<file path="config.mk">
export PLATFORM = sky130hd
export DESIGN_NAME = saot_front
export DESIGN_NICKNAME = d
export VERILOG_FILES = /design/src/hw/rtl/saot_pkg.sv /design/src/hw/rtl/saot_front.sv
export SDC_FILE = /design/constraint.sdc
export NUM_CORES = 1
export LEC_CHECK = 0
export ABC_AREA = 1
export BUFFER_PORTS_ARGS = -buffer_cell sky130_fd_sc_hd__buf_4
export CAP_MARGIN = 20
export CELL_PAD_IN_SITES_DETAIL_PLACEMENT = 0
export CELL_PAD_IN_SITES_GLOBAL_PLACEMENT = 1
export CORE_UTILIZATION = 40
export CTS_CLUSTER_DIAMETER = 100
export DETAILED_ROUTE_END_ITERATION = 6
export GPL_TIMING_DRIVEN = 0
export PLACE_DENSITY = 0.9
export SLEW_MARGIN = 0
export SYNTH_ARGS = -nofsm -noshare
export SYNTH_HDL_FRONTEND = slang
export SYNTH_SLANG_ARGS = --single-unit
</file>
<file path="constraint.sdc">
create_clock -name clk -period 9.4 [get_ports clk]
set_input_delay 1.41 -clock clk [delete_from_list [all_inputs] [get_ports clk]]
set_output_delay 1.41 -clock clk [all_outputs]
set_load 0.005 [all_outputs]
</file>
<file path="src/hw/rtl/saot_pkg.sv">
package saot_pkg;
	localparam int SET_BITS = 9;
	localparam int WAYS = 8;
	localparam int WAY_W = 3;
	localparam int NSETS = 1 << SET_BITS;
	localparam int FILL_W = 4;
	localparam logic [63:0] MUL64 = 64'h9E3779B97F4A7C15;
	localparam logic [31:0] MUL64_LO = 32'h7F4A7C15;
	localparam logic [31:0] MUL64_HI = 32'h9E3779B9;
	localparam logic [31:0] MUL32 = 32'h9E3779B9;

	localparam logic [1:0] HASH_RAW = 2'd0;
	localparam logic [1:0] HASH_MUL64 = 2'd1;
	localparam logic [1:0] HASH_FOLD = 2'd2;
	localparam logic [1:0] HASH_MUL32 = 2'd3;

	localparam logic [1:0] CMD_INSERT = 2'd0;
	localparam logic [1:0] CMD_DELETE = 2'd1;
	localparam logic [1:0] CMD_DECR = 2'd2;
	localparam logic [1:0] CMD_REPLACE = 2'd3;

	localparam logic [3:0] ST_INSERTED = 4'd0;
	localparam logic [3:0] ST_OVERFLOW = 4'd1;
	localparam logic [3:0] ST_FILTERED = 4'd2;
	localparam logic [3:0] ST_DELETED = 4'd3;
	localparam logic [3:0] ST_DECR = 4'd4;
	localparam logic [3:0] ST_DECR_RM = 4'd5;
	localparam logic [3:0] ST_MISS = 4'd6;
	localparam logic [3:0] ST_REPLACED = 4'd7;
	localparam logic [3:0] ST_REPL_OVF = 4'd8;
	localparam logic [3:0] ST_INVALID = 4'd9;

	localparam logic [1:0] REG_HASH = 2'd0;
	localparam logic [1:0] REG_SETBITS = 2'd1;
	localparam logic [1:0] REG_FEN = 2'd2;
	localparam logic [1:0] REG_FLOC = 2'd3;

	typedef struct packed {
		logic [1:0] command;
		logic [63:0] order_id;
		logic [31:0] quantity;
		logic [63:0] new_ref;
		logic early;
		logic [3:0] early_status;
	} cmd_t;

	typedef struct packed {
		logic [3:0] status;
		logic [8:0] set_index;
		logic [2:0] way_index;
		logic [31:0] qty_left;
		logic [12:0] live_count;
		logic [12:0] peak_count;
		logic [3:0] max_set_occupancy;
		logic [31:0] overflow_count;
		logic [31:0] miss_count;
	} res_t;
endpackage

</file>
<file path="src/hw/rtl/saot_front.sv">
module saot_front (
	input logic clk,
	input logic arst_n,
	input logic valid,
	output logic ready,
	input logic [1:0] command,
	input logic [63:0] order_id,
	input logic [31:0] quantity,
	input logic [63:0] new_ref,
	input logic [15:0] locate,
	input logic filter_enable,
	input logic [15:0] filter_locate,
	output logic q_valid,
	input logic q_ready,
	output saot_pkg::cmd_t q_data
);
	localparam int DEPTH = 2;
	saot_pkg::cmd_t mem_q [DEPTH];
	logic wp_q, rp_q;
	logic [1:0] cnt_q;
	saot_pkg::cmd_t c;
	logic push, pop;

	always_comb begin
		c.command = command;
		c.order_id = order_id;
		c.quantity = quantity;
		c.new_ref = new_ref;
		c.early = 1'b0;
		c.early_status = saot_pkg::ST_INVALID;
		if (command == saot_pkg::CMD_INSERT && filter_enable && locate != filter_locate) begin
			c.early = 1'b1;
			c.early_status = saot_pkg::ST_FILTERED;
		end else if (order_id == 64'd0 ||
			(command == saot_pkg::CMD_REPLACE && new_ref == 64'd0)) begin
			c.early = 1'b1;
		end
	end

	assign ready = (cnt_q != 2'd2);
	assign q_valid = (cnt_q != 2'd0);
	assign q_data = mem_q[rp_q];
	assign push = valid && ready;
	assign pop = q_valid && q_ready;

	always_ff @(posedge clk) begin
		if (push) begin
			mem_q[wp_q] <= c;
		end
	end

	always_ff @(posedge clk or negedge arst_n) begin
		if (!arst_n) begin
			wp_q <= 1'b0;
			rp_q <= 1'b0;
			cnt_q <= 2'd0;
		end else begin
			if (push) wp_q <= ~wp_q;
			if (pop) rp_q <= ~rp_q;
			cnt_q <= cnt_q + {1'b0, push} - {1'b0, pop};
		end
	end
endmodule

</file>
==> results.tsv, run 1 <==
stage	metric	value	unit
clocking	cts_root_buffer	clkbuf_16	
floorplan	rows	65	
route	drt_wl_total	31.4	mm
clocking	htreeDepth	2	
route	drc	0	
placed_design	placed_area	16600	µm²
cells_and_area	area_delta_synth_final	35.2	%
pwr	power.internal	3.57	mW
global_routing	grt_overflow	0	
worst_setup_path	required	7990	ps
clocking	cts_buffers	35	
route	viasPerCell	4.52	
placed_design	gp_congestion	0.783	
run	cap_violations	0	
sta	setup_viol	0	
worst_setup_path	crit_type	flop to output port	
sta	fmax	0.301	GHz
route	drt_first_pass_iters	4	
sta	fin_skew	15.9	ps
clocking	cts_tree	built	
pwr	cellPowerDensity	295	nW/µm²
run_status	status	finished clean	
clocking	clk_path_buf_depth	3	
pwr	switching_share	31.1	%
synthesis	synth_fp_nets	1305	
pwr	seqPwrFrac	40.5	%
sta	fin_crit	3320	ps
worst_setup_path	slowest_stage	dfrtp_1	
clocking	clk_pin_slew_worst_paths	50	ps
pwr	switching_power	1.61	mW
worst_setup_path	path_buf_inv	4	
floorplan	chipWidth	182	µm
worst_setup_path	path_delay_family	buffers and inverters	
floorplan	core	31800	µm²
worst_setup_path	end_kind	output port	
cells_and_area	fin_util	55.3	%
worst_setup_path	worstPathMaxFanout	10	
worst_setup_path	start_kind	flop	
route	routed-via-count	8931	
worst_setup_path	path_cells	inv_2 -> buf_2 -> buf_2 -> nand2_1 -> nand2_1 -> buf_4	
sta	worst_pin_slew	803	ps
synthesis	synth.avg_cell_area	11.8	µm²
pwr	power.share.clock	24.5	%
synthesis	yosysSeqAreaShare	76.9	%
pwr	p_leak	7.65	nW
sta	final_max_slew_viol_count	0	
cells_and_area	fillers	2631	
cells_and_area	fin_area	17600	µm²
global_routing	antenna_found_initial	1	
synthesis	syn-instance-count	1104	
global_routing	grt_pass1_wl	47.9	mm
clocking	cts_setup_buffers	0	
cells_and_area	nets	1719	
floorplan	boundaryPins	368	
floorplan	initial_core_util	40.9	%
clocking	cts_resized	0	
clocking	cts_hold_buf	0	
global_routing	grt_use_total	18.7	%
synthesis	syn-cell-area	13000	µm²
sta	hold_viol_final	0	
sta	slew_headroom	46.3	%
floorplan	die_y	182	µm
pwr	p_comb_share	35.1	%
worst_setup_path	slowest_delay	400	ps
floorplan	dieArea	33300	µm²
worst_setup_path	crit_arrival	1910	ps
route	antenna_left	0	
cells_and_area	final-seq-area	10000	µm²
route	routedWlPerCell	15.9	µm
synthesis	yosysWarningCount	0	
global_routing	grt_pass1_vias	9028	
global_routing	grt_max_degree	33	
worst_hold_path	hold_class	flop to flop	
cells_and_area	drive_gt1_share	29.9	%
clocking	clk_latency	510	ps
synthesis	synthDistinctLibCells	17	
route	drt_iter0_markers	419	
cells_and_area	multiInputGateArea	2680	µm²
clocking	clock-sinks	334	
placed_design	numPortBuffers	366	
sta	rsz0062_at_grt	no	
sta	min_period_over_period	35.3	%
placed_design	dp_hpwl	22.8	mm
pwr	worst_ir_drop_vdd	0.166	mV
synthesis	synth_seq_cells	334	
==> area by class of cell <==
cell class	instances	share of cell area (%)
sequential	334	56.9
timing repair buffer	377	16.9
multi-input combinational	699	15.2
clock buffer	45	5.19
tap	435	3.09
buffer	38	1.23
clock inverter	15	0.732
inverter	33	0.704
antenna	1	0.0142
==> metrics by stage <==
step           setup WS, ps  total power [mW]  cells  hold slack [ps]  TNS [ps]
6_report               6080              5.18   1977              532         0
5_1_grt                5910              5.50   1977              549         0
4_1_cts                5980              5.27   1976              535         0
3_5_place_dp           6200              3.98   1916              521         0
3_3_place_gp          -3820              4.03   1905              498  -1257780
2_1_floorplan           336              3.00   1104              485         0
==> flip-flops by register name, summed over array words and instances, names as in the netlist <==
| name | flops |
|---|---|
| cnt_q | 2 |
| mem_q | 330 |
| rp_q | 1 |
| wp_q | 1 |
==> synthesized netlist by cell type <==
cell type  count  share of area, %
nand2_1      578                17
edfxtp_1     330                76
nor2_1       109               3.1
inv_1         32              0.92
buf_2         23              0.88
buf_4         12              0.69
dfrtp_1        4              0.77
clkbuf_1       3             0.086
ha_1           2              0.19
nand3_1        2             0.077
nand4_1        2             0.096
xnor2_1        2              0.13
a21oi_1        1             0.038
conb_1         1             0.029
inv_2          1             0.029
or2_2          1             0.048
xor2_1         1             0.067
==> power by group through the flow <==
stage,registers [mW],clock network (mW),logic [mW]
5_1_grt,2.12,1.36,2.01
3_5_place_dp,2.13,0,1.85
4_1_cts,2.10,1.31,1.86
3_3_place_gp,2.29,0,1.74
2_1_floorplan,2.22,0,0.782
6_report,2.10,1.27,1.82
==> path summary, 6_finish.rpt <==
| check | from | to | slack (ps) | depth (start not counted) |
|---|---|---|---|---|
| worst min-delay path | cnt_q[0]$_DFF_PN0_ | cnt_q[0]$_DFF_PN0_ | 530 | 1 |
| worst min register to register | cnt_q[0]$_DFF_PN0_ | cnt_q[0]$_DFF_PN0_ | 530 | 1 |
| worst max-delay path | rp_q$_DFFE_PN0P_ | q_data[57] | 6080 | 6 |
| min in group asynchronous | arst_n | cnt_q[0]$_DFF_PN0_ | 700 | 1 |
| worst max register to register | cnt_q[1]$_DFF_PN0_ | mem_q[1][142]$_DFFE_PP_ | 7180 | 5 |
| max in group asynchronous | arst_n | wp_q$_DFFE_PN0P_ | 8600 | 1 |
==> layout by cell type, fill, tap and decap left out, drive strengths merged <==
master / synthesis / layout
a21oi: 1 / 1
buf: 35 / 412
bufinv: 0 / 2
clkbuf: 3 / 48
clkinv: 0 / 10
conb: 1 / 1
dfrtp: 4 / 4
diode: 0 / 1
edfxtp: 330 / 330
ha: 2 / 2
inv: 33 / 36
nand2: 578 / 578
nand3: 2 / 2
nand4: 2 / 2
nor2: 109 / 109
or2: 1 / 1
xnor2: 2 / 2
xor2: 1 / 1
==> routing by layer <==
metal,track usage [%],wire [µm]
met2,33.3,16000
met3,4.61,2330
met4,6.62,918
met1,22.0,12100
met5,0,0
==> logic make-up after synthesis <==
group,share of synthesized area (%)
simple gates,20.0
xor+xnor,0.202
buf+inv,2.61
fa+ha+maj,0.192
other cells,0.0288
flops,76.9
compound gates,0.0384
Power figures use the tool's default switching activity.
==> run 2: changes to the inputs <==
- CORE_UTILIZATION: 40 -> 37
- PLACE_DENSITY: 0.9 -> 0.88
- clock period: 9.4 -> 3 ns (I/O delays scaled with it)
==> run 2 against run 1 <==
Compared with the run above: combinational power increased to 3.1 times the previous value; core utilization is 4.1 points lower; design area grew 0.57%; die area is 8.0% higher; total power rose to 3.2 times the previous value; worst hold slack worse by 410 ps; flip-flop and latch count stayed put; cell count grew 1.2%; largest power group unchanged.
==> results.tsv, run 2 (same netlist as run 1, synthesis figures left out) <==
stage	metric	value	unit	change
pwr	switching_power	5.09	mW	was 1.61 mW
floorplan	boundaryPins	368		unchanged
route	drc	0		unchanged
route	drt_first_pass_iters	5		was 4
floorplan	rows	68		was 65
worst_setup_path	crit_arrival	2670	ps	was 1910 ps
pwr	seqPwrFrac	40.2	%	was 40.5%
clocking	htreeDepth	2		unchanged
floorplan	die_y	190	µm	was 182 µm
floorplan	chipWidth	190	µm	was 182 µm
sta	fmax	0.405	GHz	
sta	final_max_slew_viol_count	0		unchanged
run	cap_violations	0		unchanged
global_routing	grt_overflow	0		unchanged
clocking	cts_tree	built		unchanged
route	highest_layer	met4		unchanged
floorplan	initial_core_util	37.7	%	was 40.9%
cells_and_area	fin_util	51.2	%	was 55.3%
global_routing	grt_max_degree	34		was 33
cells_and_area	layout_common_cells	nand2_1 (576), buf_4 (378), edfxtp_1 (330), nor2_1 (107), clkbuf_16 (37)		was nand2_1 (578), buf_4 (378), edfxtp_1 (330), nor2_1 (107), clkbuf_16 (35)
clocking	clk_pin_slew_worst_paths	60	ps	was 50 ps
placed_design	dp_hpwl	23.5	mm	was 22.8 mm
cells_and_area	largest_register	mem_q		unchanged
sta	tns	0	ps	unchanged
sta	whs	118	ps	was 532 ps
sta	setup_ws	534	ps	was 6080 ps
placed_design	gp_congestion	0.782		was 0.783
sta	setup_viol	0		unchanged
worst_setup_path	start_kind	flop		unchanged
route	wl_met3	2.63	mm	was 2.33 mm
worst_setup_path	slowest_stage	nor2_4		was dfrtp_1
floorplan	dieArea	35900	µm²	was 33300 µm²
sta	fin_skew	14.5	ps	was 15.9 ps
pwr	power.internal	11.2	mW	was 3.57 mW
placed_design	numPortBuffers	366		unchanged
sta	rsz0062_at_grt	no		unchanged
cells_and_area	nets	1722		was 1719
worst_setup_path	crit_type	flop to flop		was flop to output port
pwr	worst_ir_drop_vdd	0.540	mV	was 0.166 mV
cells_and_area	area_delta_synth_final	35.9	%	was 35.2%
sta	fin_crit	2470	ps	
global_routing	antenna_found_initial	1		unchanged
pwr	p_comb_share	35.1	%	about the same
worst_setup_path	required	3210	ps	was 7990 ps
sta	worst_pin_slew	782	ps	was 803 ps
worst_setup_path	path_cells	inv_1 -> nand2_2 -> nand2_4 -> nor2_4 -> buf_12 -> buf_12 -> buf_16 -> buf_16		was inv_2 -> buf_2 -> buf_2 -> nand2_1 -> nand2_1 -> buf_4
sta	min_period_over_period	82.2	%	
clocking	clk_latency	510	ps	about the same
worst_hold_path	hold_class	input pin to flop		was flop to flop
sta	slew_headroom	47.8	%	was 46.3%
route	drt_wl_total	31.8	mm	was 31.4 mm
worst_setup_path	end_kind	flop		was output port
cells_and_area	top_regs	mem_q (330), cnt_q (2)		unchanged
cells_and_area	largest_reg_flops	330		unchanged
route	routedWlPerCell	15.9	µm	about the same
route	viasPerCell	4.49		was 4.52
pwr	p_leak	7.67	nW	was 7.65 nW
route	wl_met1	12.4	mm	was 12.1 mm
sta	hold_viol_final	0		unchanged
route	routed-via-count	8978		was 8931
run_status	status	finished clean		unchanged
global_routing	grt_pass1_wl	48.0	mm	was 47.9 mm
clocking	cts_root_buffer	clkbuf_16		unchanged
pwr	total_power	16.3	mW	was 5.18 mW
floorplan	core	34500	µm²	was 31800 µm²
route	antenna_left	0		unchanged
clocking	clock-sinks	334		unchanged
global_routing	grt_use_total	17.3	%	was 18.7%
cells_and_area	fillers	3044		was 2631
placed_design	place_ws	465	ps	was 6200 ps
route	met2_length	15.8	mm	was 16.0 mm
clocking	cts_resized	0		unchanged
cells_and_area	final_common_cell	nand2_1		unchanged
route	drt_iter0_markers	317		was 419
global_routing	grt_pass1_vias	8943		was 9028
worst_setup_path	worstPathMaxFanout	25		was 10
pwr	cellPowerDensity	923	nW/µm²	was 295 nW/µm²
worst_setup_path	slowest_delay	620	ps	was 400 ps
clocking	cts_buffers	36		was 35
pwr	power.share.clock	24.7	%	was 24.5%
cells_and_area	final-seq-area	10000	µm²	unchanged
cells_and_area	drive_gt1_share	29.9	%	about the same
pwr	switching_share	31.2	%	was 31.1%
cells_and_area	multiInputGateArea	2690	µm²	was 2680 µm²
clocking	clk_path_buf_depth	3		unchanged
==> run 2: worst max-delay path: cells and delay by family, from the launching register on <==
kind	cells	cell delay [ps]
flops	1	370
simple gates	3	800
buf+inv	5	940
==> run 2: cell type report <==
type                            count  share of cell area, %
Clock buffer                       47                   5.44
Buffer                             38                   1.22
Antenna cell                        1                 0.0141
Clock inverter                     14                  0.559
Multi-Input combinational cell    699                   15.2
Tap cell                          455                   3.22
Timing Repair Buffer              379                   17.1
Inverter                           33                  0.700
Sequential cell                   334                   56.6
==> run 2: power by group through the flow <==
stage	clock, mW	combinational [mW]	sequential, mW
floorplan	0	2.47	6.72
global placement	0	5.49	6.80
detailed placement	0	5.84	6.67
CTS	4.14	5.86	6.58
global route	4.30	6.33	6.66
finish	4.04	5.73	6.57
==> run 2: metal layers <==
layer / up-vias / track usage [%]
met1: 4175 / 20.0
li1: 4457 / -
met5: - / 0
met3: 52 / 5.07
met4: 0 / 5.80
met2: 294 / 30.6
==> run 2: path summary, 6_finish.rpt <==
check / from / to / slack [ps] / cells after the start
setup / recovery: cnt_q[0]$_DFF_PN0_ / mem_q[1][64]$_DFFE_PP_ / 530 / 8
hold / removal: quantity[5] / mem_q[0][74]$_DFFE_PP_ / 120 / 1
max in group asynchronous: arst_n / rp_q$_DFFE_PN0P_ / 2560 / 2
setup reg to reg: cnt_q[0]$_DFF_PN0_ / mem_q[1][64]$_DFFE_PP_ / 530 / 8
hold reg to reg: cnt_q[0]$_DFF_PN0_ / cnt_q[0]$_DFF_PN0_ / 540 / 1
min in group asynchronous: arst_n / cnt_q[0]$_DFF_PN0_ / 320 / 2
==> run 2: per-stage QoR <==
| step | std cells | cell area (µm²) |
|---|---|---|
| final | 2000 | 17700 |
| after global routing | 2000 | 17700 |
| after CTS | 1999 | 17700 |
| after detailed placement | 1937 | 16600 |
| after global placement | 1925 | 16400 |
| after floorplan | 1104 | 13000 |
==> run 2: what timing repair did <==
action,CTS,global route
hold buffers,1,0
hold endpoints to repair,4,0
buffers inserted,0,0
